## src/sv/rsc_pkg.sv

```systemverilog
// ----------------------------------------------------------------------------
// rsc_pkg
// Shared types and constants of the ray sign-change hit locator.
// ----------------------------------------------------------------------------
package rsc_pkg;

	localparam int CNT_W = 11;

	localparam logic [9:0]  DEPTH_RESET   = 10'd40;
	localparam logic [10:0] SAMPLES_RESET = 11'd100;

	// Register select: bit 2 of the byte address.
	localparam logic REG_DEPTH   = 1'b0;
	localparam logic REG_SAMPLES = 1'b1;

	// Per-ray data that the hit datapath reads.
	typedef struct packed {
		logic [2:0][31:0] origin;
		logic [2:0][31:0] dir;
		logic [30:0]      scale;
	} rsc_ray_t;

	// Control between front end, job queue and back end.
	typedef struct packed {
		logic full;
		logic empty;
		logic back_busy;
	} rsc_status_t;

endpackage

```

## src/sv/rsc_job_fifo.sv

```systemverilog
// ----------------------------------------------------------------------------
// rsc_job_fifo
// Four-entry queue of step indexes between front end and back end.
// ----------------------------------------------------------------------------
module rsc_job_fifo
	import rsc_pkg::*;
(
	input  logic             clk,
	input  logic             arst_n,
	input  logic             push,
	input  logic [CNT_W-1:0] push_k,
	input  logic             pop,
	output logic [CNT_W-1:0] head_k,
	output logic             full,
	output logic             empty
);

	logic [3:0][CNT_W-1:0] mem_q;
	logic [1:0]            wr_q;
	logic [1:0]            rd_q;
	logic [2:0]            fill_q;

	always_ff @(posedge clk) begin
		if (push)
			mem_q[wr_q] <= push_k;
	end

	always_ff @(posedge clk or negedge arst_n) begin
		if (!arst_n) begin
			wr_q   <= '0;
			rd_q   <= '0;
			fill_q <= '0;
		end else begin
			if (push)
				wr_q <= wr_q + 2'd1;
			if (pop)
				rd_q <= rd_q + 2'd1;
			if (push && !pop)
				fill_q <= fill_q + 3'd1;
			else if (pop && !push)
				fill_q <= fill_q - 3'd1;
		end
	end

	assign head_k = mem_q[rd_q];
	assign full   = (fill_q == 3'd4);
	assign empty  = (fill_q == 3'd0);

endmodule

```

## config.mk

```make
export PLATFORM = sky130hd
export DESIGN_NAME = rsc_job_fifo
export DESIGN_NICKNAME = d
export VERILOG_FILES = /design/src/sv/rsc_pkg.sv /design/src/sv/rsc_job_fifo.sv
export SDC_FILE = /design/constraint.sdc
export NUM_CORES = 1
export LEC_CHECK = 0
export ABC_AREA = 1
export BUFFER_PORTS_ARGS = -buffer_cell sky130_fd_sc_hd__buf_2
export CAP_MARGIN = 25
export CELL_PAD_IN_SITES_DETAIL_PLACEMENT = 1
export CELL_PAD_IN_SITES_GLOBAL_PLACEMENT = 1
export CORE_ASPECT_RATIO = 0.9
export CORE_MARGIN = 2
export CORE_UTILIZATION = 45
export CTS_BUF_LIST = sky130_fd_sc_hd__clkbuf_8
export DETAILED_ROUTE_END_ITERATION = 10
export GPL_TIMING_DRIVEN = 0
export PLACE_DENSITY_LB_ADDON = 0.1
export SYNTH_ARGS = -nofsm -noshare
export SYNTH_HDL_FRONTEND = slang
export SYNTH_SLANG_ARGS = --single-unit
```

## constraint.sdc

```tcl
create_clock -name clk -period 2.6 [get_ports clk]
set_clock_uncertainty 0.2 [all_clocks]
set_input_delay 0 -clock clk [delete_from_list [all_inputs] [get_ports clk]]
set_output_delay 0 -clock clk [all_outputs]
set_load 0.01 [all_outputs]
```

# Word-level counts from Yosys, hierarchy flattened

Cells that the tools add are included.

Equal/unequal tests: 1
$lt $le $gt $ge: 3
Reduce and logical (&&, ||, !) cells: 7
$add $sub $neg: 4
Multiplexer cells: 7

Operators with widths:

| cell                  | number |
|---|---|
| $bwmux W44            | 1 |
| $bmux W11 S2          | 1 |
| $demux W11 S2         | 1 |
| $mux W11              | 2 |
| $lt A2 B3 Y1 const B  | 2 |
| $mux W3               | 2 |
| $add A2 B1 Y2 const B | 2 |
| $add A3 B1 Y3 const B | 1 |
| $eq A3 B3 Y1 const B  | 1 |
| $logic_and A1 B1 Y1   | 3 |
| $logic_not A3 Y1      | 1 |
| $sub A3 B1 Y3 const B | 1 |
| $ge A2 B1 Y1 const B  | 1 |
| $logic_not A1 Y1      | 2 |
| $reduce_bool A2 Y1    | 1 |

Logic and storage cells: 29
Bits of input ports: 15
Register bits: 51
Output and inout bits: 13

# Depth between registers and ports, before layout

Gate-level depths: netlist (run 1).

Depth in word-level cells: 5
Gate-level depth with buffers: 9
Mapped depth without buffers: 9

# Worst setup path after synthesis (run 1)

OpenSTA, ideal clock, no wires.

Kind: reg-to-reg
From: register wr_q[0] (netlist name)
To: register mem_q[22] in the netlist's numbering, enable pin
Setup slack: 1168 ps
Data required time: 2061 ps
Period minus slack after synthesis: 1432 ps
Setup time: 339 ps
Buffers on the path: 0
Arrival time: 893 ps
Cell stages (with the launch flop): 5
Cell sequence: dfrtp_1 inv_1 ha_1 nand2_1 inv_1

RTL lines:

| element                         | RTL line           | source |
|---|---|---|
| to (signal, indexed assignment) | rsc_job_fifo.sv:25 | `mem_q[wr_q] <= push_k;` |
| to (decl)                       | rsc_job_fifo.sv:18 | `logic [3:0][CNT_W-1:0] mem_q;` |

==> flow_summary.ini, run 1 <==
[cells_and_area]
final_area_um2 = 2640
antenna_cells = 0
nNetsFinal = 246
final_layout_size_suffix_gt1_share_pct = 19.0
area_growth_pct = 20.9

[worst_hold_path]
hp-start = pop
holdPathEnd = rd_q[0]
hold_path_class = input pin to register
hold_depth = 3

[clocking]
cts_buffer_depth = 2
path_clk_slew_ps = 90
cts_root_buf = clkbuf_8
post_cts_buffers = 0
htree_levels = 2
cts_tree = built
insertion_delay_ps = 290
cts_buffers = 5
cts_sinks = 51

[yosys]
yosys.area.top_type_share_pct = 60.6
ys_warn_count = 0
synth.most_common_cell = nand2_1
avgSynthCellArea_um2 = 12.4
synthAdderAreaFrac_pct = 3.78
yosys_register_bits = 51
yosys.area.top_type = edfxtp_1
synth_mux_area_share_pct = 0
synthSimpleGateAreaFrac_pct = 8.89
synth-main-ff-cell = edfxtp_1
ys_top_cells_by_area = edfxtp_1 61%, dfrtp_1 8.0%, nand2_1 7.9%, o211ai_1 7.2%, inv_1 5.8%
async_flop_share_pct = 13.7
yosysSeqAreaShare_pct = 68.6
synth_common_cells = 46 x nand2_1, 44 x edfxtp_1, 34 x inv_1
synth_cells = 176
synth_edf_count = 44
synth_compound_area_share_pct = 8.03
synth_top_family_by_area = buffers and inverters
syn_nets = 197
netlist_area_um2 = 2180
synthDistinctLibCells = 17
synth-xor-area-share_pct = 1.61

[setup_path]
crit_required_ps = 2340
reg2reg_depth = 4
reg2reg_from = wr_q[0]
cpMostUsedCell = inv_1
cp-start-kind = register
path_class = register to register
cpLargestDelayFamily = buffers and inverters
slowest_stage = dfrtp_1
r2r_end = mem_q[27]
crit_buf_inv = 2
crit_fanout = 11
arrival_ps = 1450
critPathMaxStageDelay_ps = 430
endpoint_kind = register
r2r_slack_ps = 890
crit_chain = inv_1, ha_1, nand2_1, inv_1

[placed_design]
port_buffers = 27
dp_slack_ps = 878
dpl.hpwl_um = 3150
gp_congestion = 0.778
placed_area_um2 = 2400

[power]
power.leakage_nw = 1.15
powerDensity_nw_per_um2 = 1020
total_power_mw = 2.70
ir_drop_mv = 0.462

[global_route]
gr-total-overflow = 0
grt_pass1_vias = 1581
grt_max_degree = 17
grt_pass1_wl_um = 7940
grtUsageTotal_pct = 20.1
antenna_found_initial = 0

[sta]
max_freq_mhz = 586
setup_viol = 0
tns_ps = 0
hold_viol_final = 0
timing.final.ws_setup_ps = 894
rsz0062_at_grt = no
fin_crit_sh_pct = 65.6
tightest_slew_ps = 567
report.final.slew_viol_count = 0
fin_crit_ps = 1710
timing.slew.headroom_pct = 62.1

[floorplanning]
die_h_um = 70.1
die_x_um = 77.4
core.rowCount = 24
start_util_pct = 46.0
dieArea_um2 = 5420
core_area_um2 = 4740
io_pins = 28

[route]
drcViolationCount = 0
drt_iter0_drc = 66
vias_per_cell = 4.90
dr.pass1.iters = 4
drt_wl_total_um = 4700
detail-route-antenna-nets = 0
post_drt_wl_per_cell_um = 16.1
vias = 1426

[status]
status = complete, no violations

[run]
drv_cap = 0
-- tightest hold or removal path: stages --
cell and delay (ps):
dlygate4sd3_1 520, buf_2 130, xor2_1 60
-- area by class of cell --
class	instances	area, um^2
buffer	8	71.3
clock buffer	5	68.8
clock inverter	3	20.0
fill	519	2110
inverter	34	128
multi-input combinational	83	487
sequential	51	1500
tap	65	81.3
timing repair buffer	42	285
-- cell usage in the layout, fill, tap and decap left out, drive strengths merged, types with 2 or more instances in the layout --
| cell type | count |
|---|---|
| buf | 34 |
| clkbuf | 6 |
| clkinv | 2 |
| dfrtp | 7 |
| dlygate4sd3 | 15 |
| edfxtp | 44 |
| ha | 5 |
| inv | 34 |
| nand2 | 46 |
| nor3 | 2 |
| o211ai | 22 |
| xor2 | 3 |
-- per-layer routing --
layer | vias to the layer above | GRT usage (%) | part of all wire, %
met5 | - | 0 | 0
met4 | 0 | 5.95 | 1.8
met3 | 11 | 4.78 | 3.2
met2 | 27 | 34.6 | 52
met1 | 704 | 25.3 | 42
li1 | 684 | - | -
-- cells by family after synthesis --
family,count (synthesis)
adders and majority gates,6
AOI/OAI and AO/OA,23
buffers and inverters,42
xor gates and xnor gates,4
DFF,51
and+or+nand+nor,50
-- how the worst max path moves through the flow --
stage,startpoint,endpoint,slack [ps],cells after the start
6_report,wr_q[0],mem_q[27],890,4
5_1_grt,wr_q[0],mem_q[27],780,4
4_1_cts,wr_q[0],mem_q[27],870,4
3_5_place_dp,wr_q[0],mem_q[25],880,4
3_3_place_gp,wr_q[0],mem_q[23],930,4
2_1_floorplan,wr_q[0],mem_q[22],1170,4
-- power by group --
group	internal, mW	switching [mW]
combinational	0.413	0.672
clock	0.188	0.252
sequential	1.09	0.0889
total	1.69	1.01
-- sequential cells by signal, summed over array words and instances, names as in the netlist --
name / flops
fill_q: 3
mem_q: 44
rd_q: 2
wr_q: 2
-- per-stage QoR --
step,std cells,hold slack [ps],utilization [%]
after floorplan,176,-496,-
after global placement,268,-360,50.6
after detailed placement,268,-357,50.6
after CTS,291,238,55.6
after global routing,291,233,55.6
final,291,241,55.6
-- timing repair --
action                                 CTS  global route
hold buffers                            15             0
gates resized for setup                  0             0
endpoints found under the hold margin   58             0
Power figures use the tool's default switching activity.
==> run 2: changes to the inputs <==
==> constraint.sdc (replaced) <==
create_clock -name clk -period 1.6 [get_ports clk]
set_clock_uncertainty 0.2 [all_clocks]
set_input_delay 0 -clock clk [delete_from_list [all_inputs] [get_ports clk]]
set_output_delay 0 -clock clk [all_outputs]
set_load 0.01 [all_outputs]
==> run 2 against run 1 <==
  * The flow now finishes with violations (hold timing)
  * Sequential share of layout area fell by 2.5 points
  * Critical endpoint is now head_k[2]
  * Power rose by 72%
  * Critical path depth rose by 1
  * Largest power group is now combinational logic
  * Utilization rose by 2.6 points
  * Routed wire length rose by 4.6%
==> flow_summary.ini, run 2 (same netlist as run 1, synthesis figures left out) <==
[setup_path]
arrival_ps = 1380
cpMostUsedCell = buf_6
endpoint_kind = output pin
cp-start-kind = register
path_class = register to output pin
critPathMaxStageDelay_ps = 380
crit_required_ps = 1400
slowest_stage = dfrtp_1
crit_chain = buf_6, buf_6, o211ai_1, nand2_1, buf_2
crit_fanout = 10

[cells_and_area]
stdcell_count = 296
top_register = mem_q
final_area_um2 = 2760
reg.largest.list = mem_q x44, fill_q x3
multi_input_area_um2 = 494
final_layout_size_suffix_gt1_share_pct = 25.1
antenna_cells = 0
final-seq-area_um2 = 1500
mostFrequentLayoutCells = 45 x nand2_1, 44 x edfxtp_1, 29 x inv_1
area_growth_pct = 26.5
nNetsFinal = 251
fillers = 518
largest_reg_flops = 44
mostFrequentLayoutCell = nand2_1

[placed_design]
placed_area_um2 = 2400
port_buffers = 27
gp_congestion = 0.778
placed_cells = 268
dpl.hpwl_um = 3150
dp_slack_ps = -122

[clocking]
cts_buffers = 5
insertion_delay_ps = 290
cts_tree = built
hold_buffers = 14
cts_sinks = 51
path_clk_slew_ps = 90
cts_buffer_depth = 2
cts_root_buf = clkbuf_8
htree_levels = 2

[sta]
rsz0062_at_grt = yes
timing.final.ws_setup_ps = 22.8
timing.slew.headroom_pct = 76.7
hold_viol_final = 4
max_freq_mhz = 634
timing.hold.ws_ps = -295
fin_crit_ps = 1580
tns_ps = 0
setup_viol = 0
tightest_slew_ps = 349
report.final.slew_viol_count = 0
fin_crit_sh_pct = 98.6

[route]
drt_iter0_drc = 71
vias_per_cell = 4.87
detail-route-antenna-nets = 0
drcViolationCount = 0
vias = 1441
drt_wl_total_um = 4920
dr.pass1.iters = 4
post_drt_wl_per_cell_um = 16.6

[global_route]
grt_max_degree = 17
antenna_found_initial = 0
gr-total-overflow = 0
grt_pass1_wl_um = 8100
grt_pass1_vias = 1603
grtUsageTotal_pct = 20.5

[floorplanning]
die_h_um = 70.1
die_x_um = 77.4
io_pins = 28
core.rowCount = 24
start_util_pct = 46.0
core_area_um2 = 4740
dieArea_um2 = 5420

[power]
powerDensity_nw_per_um2 = 1680
ir_drop_mv = 0.761
power.leakage_nw = 1.15

[status]
status = complete, but fails checks
violations = hold timing

[worst_hold_path]
hold_path_class = input pin to register

[run]
drv_cap = 0
## run 2: per-layer routing
| layer | up-vias | part of all wire [%] | GRT usage (%) |
|---|---|---|---|
| met5 | - | 0 | 0 |
| met4 | 0 | 1.1 | 4.76 |
| met3 | 7 | 2.5 | 4.78 |
| met2 | 19 | 52 | 36.5 |
| met1 | 721 | 45 | 25.4 |
| li1 | 694 | - | - |
## run 2: worst paths after layout
kind                         start        end  slack [ps]  cells after the start
setup / recovery           rd_q[0]  head_k[2]          20                      5
hold reg to reg            wr_q[0]    wr_q[0]         310                      1
setup reg to reg           wr_q[0]   mem_q[6]          70                      5
min in group asynchronous   arst_n  fill_q[0]         460                      3
max in group asynchronous   arst_n    wr_q[0]         460                      3
hold / removal                 pop    rd_q[0]        -300                      2
## run 2: area by class of cell
class	instances	area share, %
plain buffers	8	3.13
multi-input cells	83	17.9
clock inverters	3	0.725
clock buffers	5	2.49
well taps	65	2.95
repair buffers	47	13.4
inverters	34	5.17
flip-flops and latches	51	54.2
## run 2: stage by stage
step	total power, mW	util, %
final	4.65	58.2
after global routing	4.98	58.2
after CTS	4.57	57.0
after detailed placement	3.71	50.6
after global placement	3.60	50.6
after floorplan	3.03	-
## run 2: worst max-delay path: cells and delay by family (launching register included)
family	cells	cell delay [ps]
and+or+nand+nor	1	80
AOI/OAI and AO/OA	1	170
DFF	1	380
buffers and inverters	3	430
## run 2: repair_timing
action | CTS | global route
endpoints found under the setup margin | 55 | 46
hold endpoints to repair | 58 | 3
buffers inserted | 3 | 3
pin swaps | 5 | 11
gates resized for setup | 5 | 8
## run 2: power breakdown
part / total, mW / internal, mW / switching (mW)
clock network: 0.713 / 0.305 / 0.408
logic: 2.02 / 0.860 / 1.16
registers: 1.91 / 1.77 / 0.145
