`src/sv/rsc_pkg.sv`:
```
// ----------------------------------------------------------------------------
// rsc_pkg
// Shared types and constants of the ray sign-change hit locator.
// ----------------------------------------------------------------------------
package rsc_pkg;

	localparam int CNT_W = 11;

	localparam logic [9:0]  DEPTH_RESET   = 10'd40;
	localparam logic [10:0] SAMPLES_RESET = 11'd100;

	// Register select: bit 2 of the byte address.
	localparam logic REG_DEPTH   = 1'b0;
	localparam logic REG_SAMPLES = 1'b1;

	// Per-ray data that the hit datapath reads.
	typedef struct packed {
		logic [2:0][31:0] origin;
		logic [2:0][31:0] dir;
		logic [30:0]      scale;
	} rsc_ray_t;

	// Control between front end, job queue and back end.
	typedef struct packed {
		logic full;
		logic empty;
		logic back_busy;
	} rsc_status_t;

endpackage

```
`src/sv/rsc_scale_unit.sv`:
```
// ----------------------------------------------------------------------------
// rsc_scale_unit
// Iterative step scale: sum of squares, bitwise square root, then a
// restoring divide of depth times length by the sample count.
// ----------------------------------------------------------------------------
module rsc_scale_unit
	import rsc_pkg::*;
(
	input  logic             clk,
	input  logic             arst_n,
	input  logic             start,
	input  logic [2:0][31:0] dir,
	input  logic [9:0]       depth,
	input  logic [10:0]      count,
	output logic             busy,
	output logic [30:0]      scale
);

	typedef enum logic [4:0] {
		S_IDLE = 5'b00001,
		S_SQ   = 5'b00010,
		S_ROOT = 5'b00100,
		S_MUL  = 5'b01000,
		S_DIV  = 5'b10000
	} state_t;

	state_t       state_q;
	logic [5:0]   idx_q;
	logic [63:0]  acc_q;
	logic [33:0]  rem_q;
	logic [31:0]  root_q;
	logic [41:0]  quo_q;
	logic [10:0]  drem_q;
	logic [30:0]  scale_q;

	logic signed [63:0] square;
	logic [35:0]        trial;
	logic [35:0]        test;
	logic [11:0]        dtrial;

	always_comb begin
		square = $signed(dir[idx_q[1:0]]) * $signed(dir[idx_q[1:0]]);
		trial  = {rem_q, acc_q[63:62]};
		test   = {2'b00, root_q, 2'b01};
		dtrial = {drem_q, quo_q[41]};
	end

	always_ff @(posedge clk or negedge arst_n) begin
		if (!arst_n) begin
			state_q <= S_IDLE;
			idx_q   <= '0;
			scale_q <= '0;
		end else begin
			unique case (state_q)
				S_IDLE: begin
					if (start) begin
						state_q <= S_SQ;
						idx_q   <= '0;
						acc_q   <= '0;
					end
				end
				S_SQ: begin
					acc_q <= acc_q + square;
					if (idx_q == 6'd2) begin
						state_q <= S_ROOT;
						idx_q   <= 6'd31;
						rem_q   <= '0;
						root_q  <= '0;
					end else begin
						idx_q <= idx_q + 6'd1;
					end
				end
				S_ROOT: begin
					acc_q <= {acc_q[61:0], 2'b00};
					if (trial >= test) begin
						rem_q  <= 34'(trial - test);
						root_q <= {root_q[30:0], 1'b1};
					end else begin
						rem_q  <= trial[33:0];
						root_q <= {root_q[30:0], 1'b0};
					end
					if (idx_q == '0)
						state_q <= S_MUL;
					else
						idx_q <= idx_q - 6'd1;
				end
				S_MUL: begin
					quo_q   <= depth * root_q;
					drem_q  <= '0;
					idx_q   <= 6'd41;
					state_q <= S_DIV;
				end
				S_DIV: begin
					if (dtrial >= {1'b0, count}) begin
						drem_q <= 11'(dtrial - {1'b0, count});
						quo_q  <= {quo_q[40:0], 1'b1};
					end else begin
						drem_q <= dtrial[10:0];
						quo_q  <= {quo_q[40:0], 1'b0};
					end
					if (idx_q == '0)
						state_q <= S_IDLE;
					else
						idx_q <= idx_q - 6'd1;
				end
				default: state_q <= S_IDLE;
			endcase
			// Latch the saturated quotient once the last division step lands.
			if (state_q == S_DIV && idx_q == '0) begin
				if (|quo_q[40:30])
					scale_q <= '1;
				else
					scale_q <= {quo_q[29:0], dtrial >= {1'b0, count}};
			end
		end
	end

	assign busy  = (state_q != S_IDLE);
	assign scale = scale_q;

endmodule

```
`src/sv/rsc_front.sv`:
```
// ----------------------------------------------------------------------------
// rsc_front
// Front end: accepts samples, latches ray data, tracks the step index and
// queues the index of every sign change within the configured sample count.
// ----------------------------------------------------------------------------
module rsc_front
	import rsc_pkg::*;
(
	input  logic              clk,
	input  logic              arst_n,
	input  logic              in_valid,
	output logic              in_ready,
	input  logic [31:0]       sample_value,
	input  logic              first_of_ray,
	input  logic [2:0][31:0]  origin,
	input  logic [2:0][31:0]  dir,
	input  logic [9:0]        depth,
	input  logic [CNT_W-1:0]  count,
	input  rsc_status_t       status,
	output logic              push,
	output logic [CNT_W-1:0]  push_k,
	output rsc_ray_t          ray
);

	logic [31:0]       prev_q;
	logic [CNT_W-1:0]  cnt_q;
	logic              have_prev_q;
	logic [2:0][31:0]  origin_q;
	logic [2:0][31:0]  dir_q;

	logic scale_busy;
	logic accept;
	logic in_range;
	logic crossing;

	// A new ray waits until all jobs of the old ray have left the queue and the back end is idle.
	assign in_ready = !scale_busy && !status.full &&
		!(first_of_ray && (!status.empty || status.back_busy));
	assign accept   = in_valid && in_ready;
	assign in_range = (cnt_q < count);
	assign crossing = (prev_q == '0) || (sample_value == '0) ||
		(prev_q[31] != sample_value[31]);
	assign push     = accept && !first_of_ray && in_range && have_prev_q &&
		(cnt_q != '0) && crossing;
	assign push_k   = cnt_q - CNT_W'(1);

	always_ff @(posedge clk or negedge arst_n) begin
		if (!arst_n) begin
			prev_q      <= '0;
			cnt_q       <= '0;
			have_prev_q <= 1'b0;
			origin_q    <= '0;
			dir_q       <= '0;
		end else if (accept) begin
			if (first_of_ray) begin
				origin_q    <= origin;
				dir_q       <= dir;
				prev_q      <= sample_value;
				have_prev_q <= 1'b1;
				cnt_q       <= CNT_W'(1);
			end else if (in_range) begin
				prev_q      <= sample_value;
				have_prev_q <= 1'b1;
				cnt_q       <= cnt_q + CNT_W'(1);
			end
		end
	end

	// The scale unit reads the direction during its squaring steps, after the input beat has gone, so it takes the
	// latched copy rather than the live input beat.
	rsc_scale_unit u_scale (
		.clk    (clk),
		.arst_n (arst_n),
		.start  (accept && first_of_ray),
		.dir    (dir_q),
		.depth  (depth),
		.count  (count),
		.busy   (scale_busy),
		.scale  (ray.scale)
	);

	assign ray.origin = origin_q;
	assign ray.dir    = dir_q;

endmodule

```
`config.mk`:
```
export PLATFORM = sky130hd
export DESIGN_NAME = rsc_front
export DESIGN_NICKNAME = d
export VERILOG_FILES = /design/src/sv/rsc_pkg.sv /design/src/sv/rsc_scale_unit.sv /design/src/sv/rsc_front.sv
export SDC_FILE = /design/constraint.sdc
export NUM_CORES = 2
export LEC_CHECK = 0
export BUFFER_PORTS_ARGS = -buffer_cell sky130_fd_sc_hd__buf_4
export CAP_MARGIN = 15
export CORE_MARGIN = 2
export CORE_UTILIZATION = 40
export DETAILED_ROUTE_END_ITERATION = 10
export GPL_TIMING_DRIVEN = 0
export SYNTH_ARGS = -nofsm -noshare
export SYNTH_HDL_FRONTEND = slang
export SYNTH_SLANG_ARGS = --single-unit
```
`constraint.sdc`:
```
create_clock -name clk -period 17.8 [get_ports clk]
set_input_delay 3.56 -clock clk [delete_from_list [all_inputs] [get_ports clk]]
set_output_delay 3.56 -clock clk [all_outputs]
set_load 0.02 [all_outputs]
```
### After elaboration in Yosys (flattened, before gate mapping)

Index checks and enable logic that the tools add are counted.
Widths: inputs -> output; s select.

| cells by class | value |
|---|---|
| $add $sub $neg | 7 |
| multiply operators | 2 |
| magnitude comparators | 4 |
| muxes and demuxes | 30 |
| reduce and logical (&&, ||, !) cells | 37 |
| equal/unequal tests | 13 |

Operator list:

| cell | number |
|---|---|
| $pmux 64 s3 | 1 |
| $mux 32 | 4 |
| $pmux 42 s2 | 1 |
| $mux 34 | 2 |
| $pmux 34 s2 | 1 |
| $add 64x64->64 | 1 |
| $bmux 32 s2 | 1 |
| $logic_not 32->1 | 2 |
| $mul 32x32->64 | 1 |
| $mux 64 | 1 |
| $pmux 32 s2 | 1 |
| $mul 10x32->42 | 1 |
| $ge 36x34->1 | 1 |
| $sub 34x34->34 | 1 |
| $mux 11 | 3 |
| $mux 31 | 1 |
| $pmux 5 s5 | 1 |
| $pmux 6 s4 | 1 |
| $pmux 11 s2 | 1 |
| $mux 5 | 4 |
| $mux 6 | 3 |
| $ge 12x11->1 | 1 |
| $add 11x1->11 const B | 1 |
| $logic_and 1x1->1 | 11 |
| 29 further kinds | 47 |

| storage, ports and cells | value |
|---|---|
| flip-flop bits (word level) | 461 |
| output and inout port bits | 236 |
| input port bits | 252 |
| word-level logic and storage cells | 110 |

### Logic depth before layout (Yosys ltp)

| logic depth | value |
|---|---|
| word-level depth | 11 |
| gate-level depth with buffers | 37 |
| mapped depth without buffers | 33 |

### Hierarchy

A second synthesis with hierarchy kept.

| second synthesis, totals | value |
|---|---|
| cells, all modules | 7177 |
| area total of the unflattened synthesis | 67658.6 sq um |

By module, submodules not included:

| module | instances | cells an instance | seq. area each (sq um) | area an instance (sq um) |
|---|---|---|---|---|
| rsc_scale_unit | 1 | 6128 | 6547.5 | 57971.8 |
| rsc_front | 1 | 1049 | 5905.7 | 9686.8 |

### Worst setup path before layout

OpenSTA, ideal clock, no wires.

| timing path | value |
|---|---|
| kind | register to register |
| start | register u_scale.idx_q[1] |
| end | register u_scale.acc_q[62] (data pin) |
| slack | 7659 ps |
| library setup time | 275 ps |
| data arrival time | 9865 ps |
| data required time | 17525 ps |
| cell stages (with the launch flop) | 37 |
| clock period less this slack | 10141 ps |
| buffers on the path | 3 |
| cells stage by stage | dfrtp_1 > clkbuf_1 > buf_1 > mux2i_1 > nor2_1 > a21oi_1 > clkinv_1 > nand2_1 > inv_1 > xnor2_1 > ha_1 > inv_1 > fa_1 > inv_1 > fa_1 > inv_1 > fa_1 > inv_1 > fa_1 > fa_1 > fa_1 > inv_1 > fa_1 > inv_1 > ha_1 > buf_2 > a21oi_1 > o21ai_0 > a21oi_1 > a21oi_1 > o211a_1 > or3_1 > o211ai_1 > a31oi_1 > o31ai_1 > and3_1 > o32ai_1 |

| between the ends | value |
|---|---|
| word-level cells in the longest chain between the ends | 5 |

RTL lines:

| what | line | source |
|---|---|---|
| start: declaration | rsc_scale_unit.sv:28 | `logic [5:0] idx_q;` |
| start signal: assignment | rsc_scale_unit.sv:70 | `idx_q <= idx_q + 6'd1;` |
| start signal: assignment | rsc_scale_unit.sv:85 | `idx_q <= idx_q - 6'd1;` |
| start signal: assignment | rsc_scale_unit.sv:104 | `idx_q <= idx_q - 6'd1;` |
| $bmux 32 s2 | rsc_scale_unit.sv:42 | `square = $signed(dir[idx_q[1:0]]) * $signed(dir[idx_q[1:0]]);` |
| $mux 32 (not written as such) | rsc_scale_unit.sv:42 |  |
| $mul 32x32->64 | rsc_scale_unit.sv:42 |  |
| $add 64x64->64 | rsc_scale_unit.sv:63 | `acc_q <= acc_q + square;` |
| $pmux 64 s3 | rsc_scale_unit.sv:54 | `unique case (state_q)` |
| end signal: assignment | rsc_scale_unit.sv:63 |  |
| end signal: assignment | rsc_scale_unit.sv:74 | `acc_q <= {acc_q[61:0], 2'b00};` |
| end: declaration | rsc_scale_unit.sv:29 | `logic [63:0] acc_q;` |

No other way between the ends. The select of a mux whose other input is x is not followed.
A chain may end at the register's enable or synchronous reset.

### Final worst setup path

| timing path | value |
|---|---|
| start | register u_scale.idx_q[0] |
| end | register u_scale.acc_q[62] (data pin) |

The elaborated chain is that of the path after synthesis.

==> flow_summary_export.csv <==
group,metric,value,unit
status,status,"finished, final reports clean",
sta,final_max_slew_viol_count,0,
placement,globalplace.congestion,1.03,
critical_path,cp-start-kind,"register",
sta,final.period_utilization,77.8,%
grt,grt_overflow_total,0,
critical_path,critical-path-max-stage-delay,0.89,ns
layout,drive_above_1_share,12.4,%
floorplanning,num_rows,150,
floorplanning,floorplan.die.height,414,um
yosys,yosysTopAreaCell,"fa_1",
yosys,post_synth_top_cells,"inv_1, fa_1, nand2_1, nor2_1, ha_1",
critical_path,worst_ep_required_time,18.18,ns
yosys,synthFlopType,"dfrtp_1",
routing,drt-vias-per-instance,5.26,
floorplanning,core_region,167000,um2
yosys,yosys.area.top_type_share,40.7,%
job,cap_viol_max_count,0,
layout,signed_area_change_from_the_synthesized_netlist_to_the_final_layout,13.5,%
routing,detail_route.wl_per_cell,24.3,um
cts,cts.hold.buffers_added,0,
sta,tightest_slew,1.38,ns
grt,grt_start_max_net_pins,99,
critical_path,reg2reg_to,"u_scale.acc_q[62]",
grt,grt.met1_usage,36.2,%
yosys,synth_enable_flop_cells,183,
routing,drc_violation_count_after_routing,0,
critical_path,critical_path.most_common_cell,"fa_1",
routing,wl,233000,um
yosys,synth.ff_latch_count,461,
critical_path,setup.worst_path.end,"u_scale.acc_q[62]",
yosys,synth.cell_area,67200,um2
yosys,synth.net_count,8741,
sta,clock-skew-final,0.0560,ns
layout,filler_cell_count,16000,
floorplanning,dieArea,171000,um2
placement,placement.io_buffers,487,
floorplanning,start_util,40.3,%
yosys,synth_area_per_cell,9.97,um2
sta,final_report_hold_violation_count,0,
cts,cts.repair_timing.setup_buffer_count,0,
grt,first_global_vias,53500,
sta,fmaxAchievable,72.2,MHz
cts,cts_root_buf,"clkbuf_16",
grt,grt_usage,27.7,%
grt,grt_antenna_before_repair,7,
sta,min_period,13.85,ns
sta,totalNegativeSetupSlack,0,ns
grt,gr-usage-met3,5.63,%
floorplanning,design.portCount,488,
cts,ctsHtreeMaxLevel,2,
grt,grt_most_used_layer,"met2",
sta,setup_viol_count_final,0,
routing,detailroute.via_count,50400,
critical_path,critical_path_class,"register to register",
grt,first_pass_grt_wire_length,347000,um
critical_path,regToRegSetupSlack,3.95,ns
critical_path,r2r-start,"u_scale.idx_q[0]",
critical_path,r2r_cells,32,
placement,hpwlAfterDp,193000,um
critical_path,arrival,14.22,ns
routing,drtIter0Drc,4205,
routing,antenna_left,0,
cts,tritoncts_num_sinks,461,
yosys,synth-seq-area-share,18.5,%
yosys,synth.area.top_cells,"fa_1, dfrtp_1, inv_1, edfxtp_1, ha_1",
routing,firstDrtPassIters,7,
cts,clk_latency,0.72,ns
hold_path,worst_min_delay_path_class,"register to register",
cts,ctsResizeCount,0,
cts,clockBufferDepth,3,
cts,clk_pin_slew_worst_paths,0.07,ns
layout,final_nets,9324,
sta,slew_headroom,8.01,%
floorplanning,die-width,414,um
grt,grtUsageMet2,43.7,%
yosys,yosysUniqueCellTypes,95,
yosys,synth_instances,6747,
critical_path,critPathSlowestCell,"a2111oi_4",
critical_path,cp_max_fo,10,
yosys,synth-warning-count,0,
critical_path,end_kind,"register",
yosys,async_reset_ff_share,60.3,%
yosys,yosys.cell_count.top_type,"inv_1",
cts,tritoncts,"done",
cts,numCtsBuffers,58,
critical_path,critPathLaunch,"u_scale.idx_q[0]",
sta,rsz0062_at_grt,"no",
-- cell families (layout without fill, tap and decap cells) --
logic type               count (synthesis)  count (layout)  share of synthesized area [%]
AO/OA/AOI/OAI                          721             721                           6.98
other                                    0               9                              0
buffers and inverters                 1940            2568                           10.9
multiplexers                           266             266                           4.38
adder cells (fa/ha/maj)               1742            1742                           47.7
AND/OR/NAND/NOR                       1452            1452                           9.40
flip-flops                             461             461                           18.5
XOR/XNOR                               165             165                           2.15
-- how the worst min path moves through the flow --
stage / from / cells after the start / to / slack [ns]
after floorplan: have_prev_q / 1 / have_prev_q / 0.44
after global placement: have_prev_q / 1 / have_prev_q / 0.45
after detailed placement: have_prev_q / 1 / have_prev_q / 0.47
after CTS: have_prev_q / 1 / have_prev_q / 0.48
after global routing: have_prev_q / 1 / have_prev_q / 0.51
final: have_prev_q / 1 / have_prev_q / 0.48
-- cell type report --
cell class                      count  area [um2]  area share (%)
Multi-Input combinational cell   4346       47500            62.3
Sequential cell                   461       12500            16.3
Inverter                         1675        6290            8.24
Timing Repair Buffer              523        4310            5.65
Tap cell                         2204        2760            3.61
Clock buffer                       75        1620            2.12
Buffer                            265        1030            1.35
Clock inverter                     30         289           0.379
Antenna cell                        9        22.5          0.0295
-- per-stage QoR --
| step | util, % | setup slack (ns) | hold slack [ns] | area [um2] | std cells |
|---|---|---|---|---|---|
| 4_1_cts | 45.6 | 4.08 | 0.485 | 76200 | 9571 |
| 3_5_place_dp | 44.5 | 4.09 | 0.469 | 74200 | 9466 |
| 2_1_floorplan | - | 7.66 | 0.439 | 67200 | 6747 |
| 3_3_place_gp | 44.1 | 2.12 | 0.455 | 73600 | 9438 |
| 6_report | 45.7 | 3.95 | 0.484 | 76300 | 9588 |
| 5_1_grt | 45.7 | 3.55 | 0.513 | 76300 | 9581 |
-- per-layer routing --
metal / vias up / part of all wire (%) / wire, um
met5: - / 0.0094 / 22
met4: 4 / 6.0 / 14000
met3: 492 / 7.8 / 18300
met2: 2012 / 46 / 108000
met1: 26200 / 40 / 92900
li1: 21700 / - / -
-- layout by cell type (no fill, tap or decap), drive strengths merged, types with 44 or more instances in the layout --
master	count
xnor2	107
buf	563
edfxtp	183
inv	1670
mux2	224
dfrtp	277
and2	134
a21oi	225
fa	1368
xor2	58
clkbuf	300
o21ai	145
a21o	99
nor2	407
o22ai	44
nand2	686
ha	374
-- state kept, by name (all words and copies together), names as in the netlist --
| register | flops |
|---|---|
| u_scale.quo_q | 42 |
| u_scale.root_q | 32 |
| cnt_q | 11 |
| u_scale.rem_q | 34 |
| u_scale.state_q | 5 |
| ray | 192 |
| u_scale.idx_q | 6 |
| prev_q | 32 |
| u_scale.acc_q | 64 |
| u_scale.scale | 31 |
| u_scale.drem_q | 11 |
| have_prev_q | 1 |
-- critical path: cells and delay by family, from the launching register on --
kind | cells | cell delay (ns)
fa+ha+maj | 9 | 4.59
buf+inv | 12 | 3.58
compound gates | 6 | 3.26
simple gates | 5 | 1.67
flops | 1 | 0.36
Power is left out: the tool's default activity adds up to more than one toggle a clock period on the data nets, which glitch-free logic cannot reach.
